$ cat src/hdl/vdec_pkg.sv
`timescale 1ns / 1ps
// ---------------------------------------------------------------------------
// vdec_pkg
// Types and constants of the LEB128 varint decoder.
// ---------------------------------------------------------------------------
package vdec_pkg;

  localparam int ValueW    = 64;
  localparam int ByteW     = 8;
  localparam int PosW      = 7;
  localparam int ModeW     = 2;
  localparam int StatusW   = 2;
  localparam int OutTdataW = 72;

  localparam logic [ByteW-1:0] PAYLOAD_MASK = 8'h7f;
  localparam logic [ByteW-1:0] CONT_FLAG    = 8'h80;
  localparam logic [PosW-1:0]  GROUP_BITS   = 7'd7;

  typedef enum logic [StatusW-1:0] {
    ST_OK       = 2'd0,
    ST_OVERFLOW = 2'd1,
    ST_NONCANON = 2'd2
  } status_t;

  typedef enum logic [ModeW-1:0] {
    MODE_W8  = 2'd0,
    MODE_W16 = 2'd1,
    MODE_W32 = 2'd2,
    MODE_W64 = 2'd3
  } width_mode_t;

  typedef struct packed {
    logic              emit;
    logic [ValueW-1:0] value;
    status_t           status;
  } step_res_t;

  function automatic logic [PosW-1:0] width_bits(input width_mode_t mode);
    logic [PosW-1:0] w;
    case (mode)
      MODE_W8:  w = 7'd8;
      MODE_W16: w = 7'd16;
      MODE_W32: w = 7'd32;
      MODE_W64: w = 7'd64;
      default:  w = 7'd64;
    endcase
    return w;
  endfunction

endpackage

$ cat src/hdl/vdec_step.sv
`timescale 1ns / 1ps
// ---------------------------------------------------------------------------
// vdec_step
// Combinational decode of one byte against the running accumulator.
// ---------------------------------------------------------------------------
module vdec_step
  import vdec_pkg::*;
(
  input  logic [ByteW-1:0]  data_byte,
  input  logic [ValueW-1:0] acc,
  input  logic [PosW-1:0]   pos,
  input  width_mode_t       mode,
  output logic [ValueW-1:0] acc_nxt,
  output logic [PosW-1:0]   pos_nxt,
  output step_res_t         res
);

  logic [PosW-1:0]   w;
  logic [PosW-1:0]   rem;
  logic              too_far;
  logic              near_top;
  logic              too_big;
  logic              ovf;
  logic [ValueW-1:0] acc_or;
  logic [ValueW-1:0] wmask;

  always_comb begin
    w        = width_bits(mode);
    rem      = w - pos;
    too_far  = (pos >= w);
    near_top = ((pos + GROUP_BITS) >= w);
    too_big  = near_top && ((data_byte >> rem) != '0);
    ovf      = too_far || too_big;
    acc_or   = acc | (ValueW'(data_byte & PAYLOAD_MASK) << pos);
    wmask    = (mode == MODE_W64) ? '1 : ((ValueW'(1) << w) - ValueW'(1));
  end

  always_comb begin
    acc_nxt    = '0;
    pos_nxt    = '0;
    res.emit   = 1'b1;
    res.value  = '0;
    res.status = ST_OK;
    if (ovf) begin
      res.status = ST_OVERFLOW;
    end else if ((data_byte & CONT_FLAG) != '0) begin
      // more bytes follow: keep the partial value
      acc_nxt  = acc_or;
      pos_nxt  = pos + GROUP_BITS;
      res.emit = 1'b0;
    end else if ((data_byte == '0) && (pos != '0)) begin
      res.status = ST_NONCANON;
    end else begin
      res.value = acc_or & wmask;
    end
  end

endmodule

$ cat src/hdl/varint_decoder.sv
`timescale 1ns / 1ps
// ---------------------------------------------------------------------------
// varint_decoder
// Unsigned LEB128 varint decoder with selectable target width.
// ---------------------------------------------------------------------------
// Usage:
//   in_*  : one encoded byte per item in in_tdata[7:0]; bit 7 set means more
//           bytes of the same value follow.
//   out_* : one item per finished value or error. out_tdata[63:0] carries the
//           value (zero on error), out_tdata[65:64] the status: ok, overflow
//           for the width, or non-canonical zero final byte.
//   cfg_* : cfg_wr_en writes cfg_wr_data into the width mode (8/16/32/64
//           bits); write it only while no value is in flight.
// Timing: a byte is held in the input register and decoded into the output
//   register, which holds the result once its last byte is accepted. The
//   block takes one byte per cycle unless a final byte meets a full output
//   register; the only loop is the accumulator and bit position update.
// Reset clears the accumulator, the bit position, both valid flags, and sets
//   the width to 64 bits. When the receiver stalls, the result holds in the
//   output register; continuation bytes still drain, and the input stalls
//   only once a byte that ends a value meets a full output register.
// ---------------------------------------------------------------------------
module varint_decoder
  import vdec_pkg::*;
(
  input  logic                 clk,
  input  logic                 rst_n,
  // configuration
  input  logic                 cfg_wr_en,
  input  logic [ModeW-1:0]     cfg_wr_data,     // width_mode
  // byte stream in
  input  logic                 in_tvalid,
  output logic                 in_tready,
  input  logic [ByteW-1:0]     in_tdata,        // [7:0] data_byte
  // decoded values out
  output logic                 out_tvalid,
  input  logic                 out_tready,
  output logic [OutTdataW-1:0] out_tdata        // [63:0] decoded_value,
                                                // [65:64] status, rest zero
);

  logic              in_valid_r;
  logic [ByteW-1:0]  in_byte_r;
  logic [ValueW-1:0] acc_r;
  logic [ValueW-1:0] acc_nxt;
  logic [PosW-1:0]   pos_r;
  logic [PosW-1:0]   pos_nxt;
  width_mode_t       mode_r;
  logic              out_valid_r;
  logic [ValueW-1:0] out_value_r;
  status_t           out_status_r;
  step_res_t         res;
  logic              out_free;
  logic              advance;

  vdec_step u_step (
    .data_byte (in_byte_r),
    .acc       (acc_r),
    .pos       (pos_r),
    .mode      (mode_r),
    .acc_nxt   (acc_nxt),
    .pos_nxt   (pos_nxt),
    .res       (res)
  );

  // Output register frees up when empty or when its item is taken now.
  assign out_free  = !out_valid_r || out_tready;
  // Decode the held byte unless it ends a value and the output is blocked.
  assign advance   = in_valid_r && (!res.emit || out_free);
  assign in_tready = !in_valid_r || advance;

  // Width mode register.
  always_ff @(posedge clk) begin
    if (!rst_n) begin
      mode_r <= MODE_W64;
    end else if (cfg_wr_en) begin
      mode_r <= width_mode_t'(cfg_wr_data);
    end
  end

  // Input register: hold the byte until it is decoded.
  always_ff @(posedge clk) begin
    if (!rst_n) begin
      in_valid_r <= 1'b0;
    end else if (in_tready) begin
      in_valid_r <= in_tvalid;
    end
  end

  always_ff @(posedge clk) begin
    if (in_tready && in_tvalid) begin
      in_byte_r <= in_tdata;
    end
  end

  // Running value state: advance once per decoded byte.
  always_ff @(posedge clk) begin
    if (!rst_n) begin
      acc_r <= '0;
      pos_r <= '0;
    end else if (advance) begin
      acc_r <= acc_nxt;
      pos_r <= pos_nxt;
    end
  end

  // Output register.
  always_ff @(posedge clk) begin
    if (!rst_n) begin
      out_valid_r <= 1'b0;
    end else if (advance && res.emit) begin
      out_valid_r <= 1'b1;
    end else if (out_tready) begin
      out_valid_r <= 1'b0;
    end
  end

  always_ff @(posedge clk) begin
    if (advance && res.emit) begin
      out_value_r  <= res.value;
      out_status_r <= res.status;
    end
  end

  assign out_tvalid = out_valid_r;
  assign out_tdata  = {(OutTdataW - ValueW - StatusW)'(0), out_status_r, out_value_r};

endmodule

$ cat config.mk
export PLATFORM = sky130hd
export DESIGN_NAME = varint_decoder
export DESIGN_NICKNAME = d
export VERILOG_FILES = /design/src/hdl/vdec_pkg.sv /design/src/hdl/vdec_step.sv /design/src/hdl/varint_decoder.sv
export SDC_FILE = /design/constraint.sdc
export NUM_CORES = 1
export LEC_CHECK = 0
export BUFFER_PORTS_ARGS = -buffer_cell sky130_fd_sc_hd__clkbuf_2
export CORE_ASPECT_RATIO = 2
export CORE_UTILIZATION = 28
export CTS_BUF_LIST = sky130_fd_sc_hd__clkbuf_8
export DETAILED_ROUTE_END_ITERATION = 12
export GPL_TIMING_DRIVEN = 0
export SLEW_MARGIN = 0
export SYNTH_ARGS = -nofsm -noshare
export SYNTH_HDL_FRONTEND = slang
export SYNTH_SLANG_ARGS = --single-unit
$ cat constraint.sdc
create_clock -name clk -period 5.65 [get_ports clk]
set_input_delay 0 -clock clk [delete_from_list [all_inputs] [get_ports clk]]
set_output_delay 0 -clock clk [all_outputs]
set_load 0.005 [all_outputs]
==> summary.md <==
| Metric | Value |
|---|---|
| Outcome | finished clean |
| Setup crit start kind | flop |
| Remaining global-route overflow | 0 |
| Vias in the first global route | 5884 |
| Synthesized area | 7108 um^2 |
| Gates resized, CTS repair | 0 |
| Routed via count | 5968 |
| Yosys warns | 0 |
| # clock sinks | 149 |
| DRT Wirelength | 21860 um |
| First-pass GRT wire length | 33290 um |
| Largest cells by area after synthesis | edfxtp_1 (31%), dfxtp_1 (21%), nor2_1 (6.4%) |
| Buffers on Ports | 82 |
| CTS hold repair buffers | 16 |
| Hold WS | 0.2333 ns |
| Chip Height | 227.3 um |
| CP Cell Sequence | buf_4, clkbuf_1, inv_1, ha_1, nand2b_1, nand4_1, xnor2_1, ha_1, nand2_1, a211o_1, and3_1, o311a_1, buf_6, buf_2, nor2_4, buf_12 |
| Worst path max stage delay | 0.79 ns |
| Fin crit share | 0.8882 |
| Initial Util | 0.2839 |
| Adder-cell area share of the yosys netlist | 0.01567 |
| Largest family of logic cells by synthesized area | compound AO/OA/AOI/OAI gates |
| Wirelength per Cell | 17.68 um |
| CTS tree | built |
| Slew at the pin closest to its max-slew limit | 0.9591 ns |
| Area delta synth->final | 19.93% |
| Hold crit path type | in -> reg |
| Post-synth top area share | 0.3126 |
| Most frequent cells after synthesis | nor2_1 (121), a21oi_1 (80), inv_1 (78) |
| Crit path max fanout | 36 |
| Leakage Power | 0.003008 uW |
| Sequential share of power | 0.515 |
| Clock slew at reported path FFs | 0.08 ns |
| Ys flop type | dfxtp_1 |
| H-tree depth | 4 |
| Mux share of post-synthesis cell area | 0.02816 |
| Compound-Gate Fraction of Synth Area | 0.2049 |
| Layout cells sized above 1 | 0.1733 |
| Die width | 114.7 um |
| Power Density | 270.5 nW/um^2 |
| EDFF count, synth | 74 |
| Post-synthesis xor/xnor area fraction | 0.008625 |
| Avg Cell Area, Syn | 9.304 um^2 |
| Num rows | 82 |
| Core Footprint | 25030 um^2 |
| Maximum clock rate | 0.1993 GHz |
| Placer congestion estimate | 0.9460 |
| Post-Synthesis Cells | 764 |
| Largest net degree at the start of global routing | 37 |
| Nets | 910 |
| Kind of critical path | reg -> reg |
| R2r setup slk | 0.63 ns |
| Setup Viol. Count Final | 0 |
| Routed Antenna Nets | 0 |
| TNS Setup | 0 ns |
| Worst Skew | 0.01332 ns |
| CP Capture Type | flop |
| Hold Violations, Final | 0 |
| Unique masters post-synth | 63 |
| Max-slew violations | 0 |
| CTS max path bufs | 2 |
| Total CTS buffers | 17 |
| Tot Pwr | 2306 uW |
| Initial antenna violation count | 0 |
| Max-cap viol count | 0 |
| 1st-iter DRT viols | 468 |
| Synth Register Bits | 149 |
| HPWL Detailed | 16680 um |
| Count leader, synth | nor2_1 |
| Int Power | 1638 uW |
| Slowest-stage cell, CP | nor2_4 |
| Final core occ | 0.3405 |
| Cell taking the most area after synthesis | edfxtp_1 |
| Number of I/O pins | 89 |
| Worst-skew pair later-pin latency | 0.48 ns |
| Drt first pass iters | 5 |
| Most common cell on crit path | ha_1 |
| Crit path time final | 5.019 ns |
| CP required | 5.82 ns |
| Rel. slew slack | 0.3591 |
| DR vias/cell | 4.825 |
| RSZ-0062 raised after global routing | no |
| Seq/Total Area, Yosys | 0.5239 |
| Switching share of power | 0.2897 |
| Synth async-reset ratio | 0 |
| Number of post-CTS setup repair buffers | 0 |
| Peak supply drop | 0.1350 mV |
| Simple-Gate Fraction of Synth Area | 0.1421 |
| Critical path data arrival time | 5.19 ns |
| Clock share of power | 0.351 |
| Gr usage total | 0.1759 |
| Root buf cell | clkbuf_8 |
| # DRC | 0 |
| Die area | 26070 um^2 |
| Psw | 667.9 uW |
| Comb power frac | 0.133 |
## flip-flops by register name, indices dropped and copies added (netlist names)
register      cells
mode_r            2
in_valid_r        1
out_value_r      64
pos_r             7
in_byte_r         8
acc_r            64
out_tvalid        1
out_status_r      2
## final timing paths
check                     to  depth (start not counted)        start
max reg2reg  out_value_r[35]                         16     pos_r[0]
min reg2reg        acc_r[30]                          2    acc_r[30]
max          out_value_r[35]                         16     pos_r[0]
min             in_byte_r[4]                          2  in_tdata[4]
## stage by stage
| step | cells | worst slack, ns | cell area [um^2] |
|---|---|---|---|
| 3_3_place_gp | 1187 | -0.7613 | 7960 |
| 4_1_cts | 1236 | 0.6237 | 8522 |
| 3_5_place_dp | 1188 | 0.6357 | 7985 |
| 6_report | 1237 | 0.6314 | 8524 |
| 5_1_grt | 1236 | 0.3848 | 8522 |
| 2_1_floorplan | 769 | 0.4987 | 7129 |
## layer usage
layer  share of wire  GRT usage  vias to the layer above
met4           0.071     0.1320                        0
li1                -          -                     2913
met3           0.039    0.02716                       73
met5               0          0                        -
met1            0.35     0.1749                     2780
met2            0.54     0.3243                      202
## power groups by stage
stage	combinational [uW]	sequential [uW]	clock (uW)
finish	308	1190	810
global placement	292	1220	0
floorplan	181	1210	0
CTS	308	1190	826
global route	334	1190	871
detailed placement	298	1210	0
## kinds of logic after synthesis
kind of cell,after synthesis
other,1
buffers and inverters,129
AND/OR/NAND/NOR,218
AO/OA/AOI/OAI,234
adder cells (fa/ha/maj),9
XOR/XNOR,7
multiplexers,17
flip-flops,149
## placed cells by master, fill, tap and decap left out, drive strengths merged, types with 3 or more instances in the layout
| master | netlist | layout |
|---|---|---|
| dfxtp | 75 | 75 |
| nor3 | 12 | 12 |
| o21a | 42 | 42 |
| or2 | 4 | 4 |
| conb | 1 | 6 |
| xnor2 | 5 | 5 |
| nor2 | 121 | 121 |
| a32oi | 3 | 3 |
| a21oi | 81 | 81 |
| o2111ai | 5 | 5 |
| inv | 78 | 85 |
| or3 | 4 | 4 |
| nand3b | 3 | 3 |
| dlygate4sd3 | 0 | 16 |
| nand4 | 5 | 5 |
| buf | 26 | 27 |
| and3 | 6 | 6 |
| nand3 | 6 | 6 |
| o21ai | 62 | 62 |
| ha | 8 | 8 |
| nor4 | 10 | 10 |
| clkinv | 0 | 5 |
| nand2b | 8 | 8 |
| o211ai | 12 | 12 |
| nor2b | 4 | 4 |
| mux2 | 4 | 4 |
| edfxtp | 74 | 74 |
| a211oi | 3 | 3 |
| mux2i | 11 | 11 |
| a22oi | 7 | 7 |
| clkbuf | 25 | 125 |
| nand2 | 25 | 25 |
| and2 | 4 | 4 |
## worst max-delay path: cells and delay by family, from the launching register on
family                   cells  cell delay (ns)
adder cells (fa/ha/maj)      2             0.68
XOR/XNOR                     1             0.20
flip-flops                   1             0.36
AO/OA/AOI/OAI                2             0.63
buffers and inverters        6             1.53
AND/OR/NAND/NOR              5             1.29
## final cells by class
type / instances / area, um^2
diodes: 1 / 2.502
plain buffers: 51 / 249.0
clock buffers: 18 / 247.7
clock inverters: 14 / 128.9
fillers: 2685 / 16510
inverters: 78 / 292.8
multi-input cells: 491 / 2869
flip-flops and latches: 149 / 3724
well taps: 336 / 420.4
repair buffers: 99 / 590.6
Power figures use the tool's default switching activity.
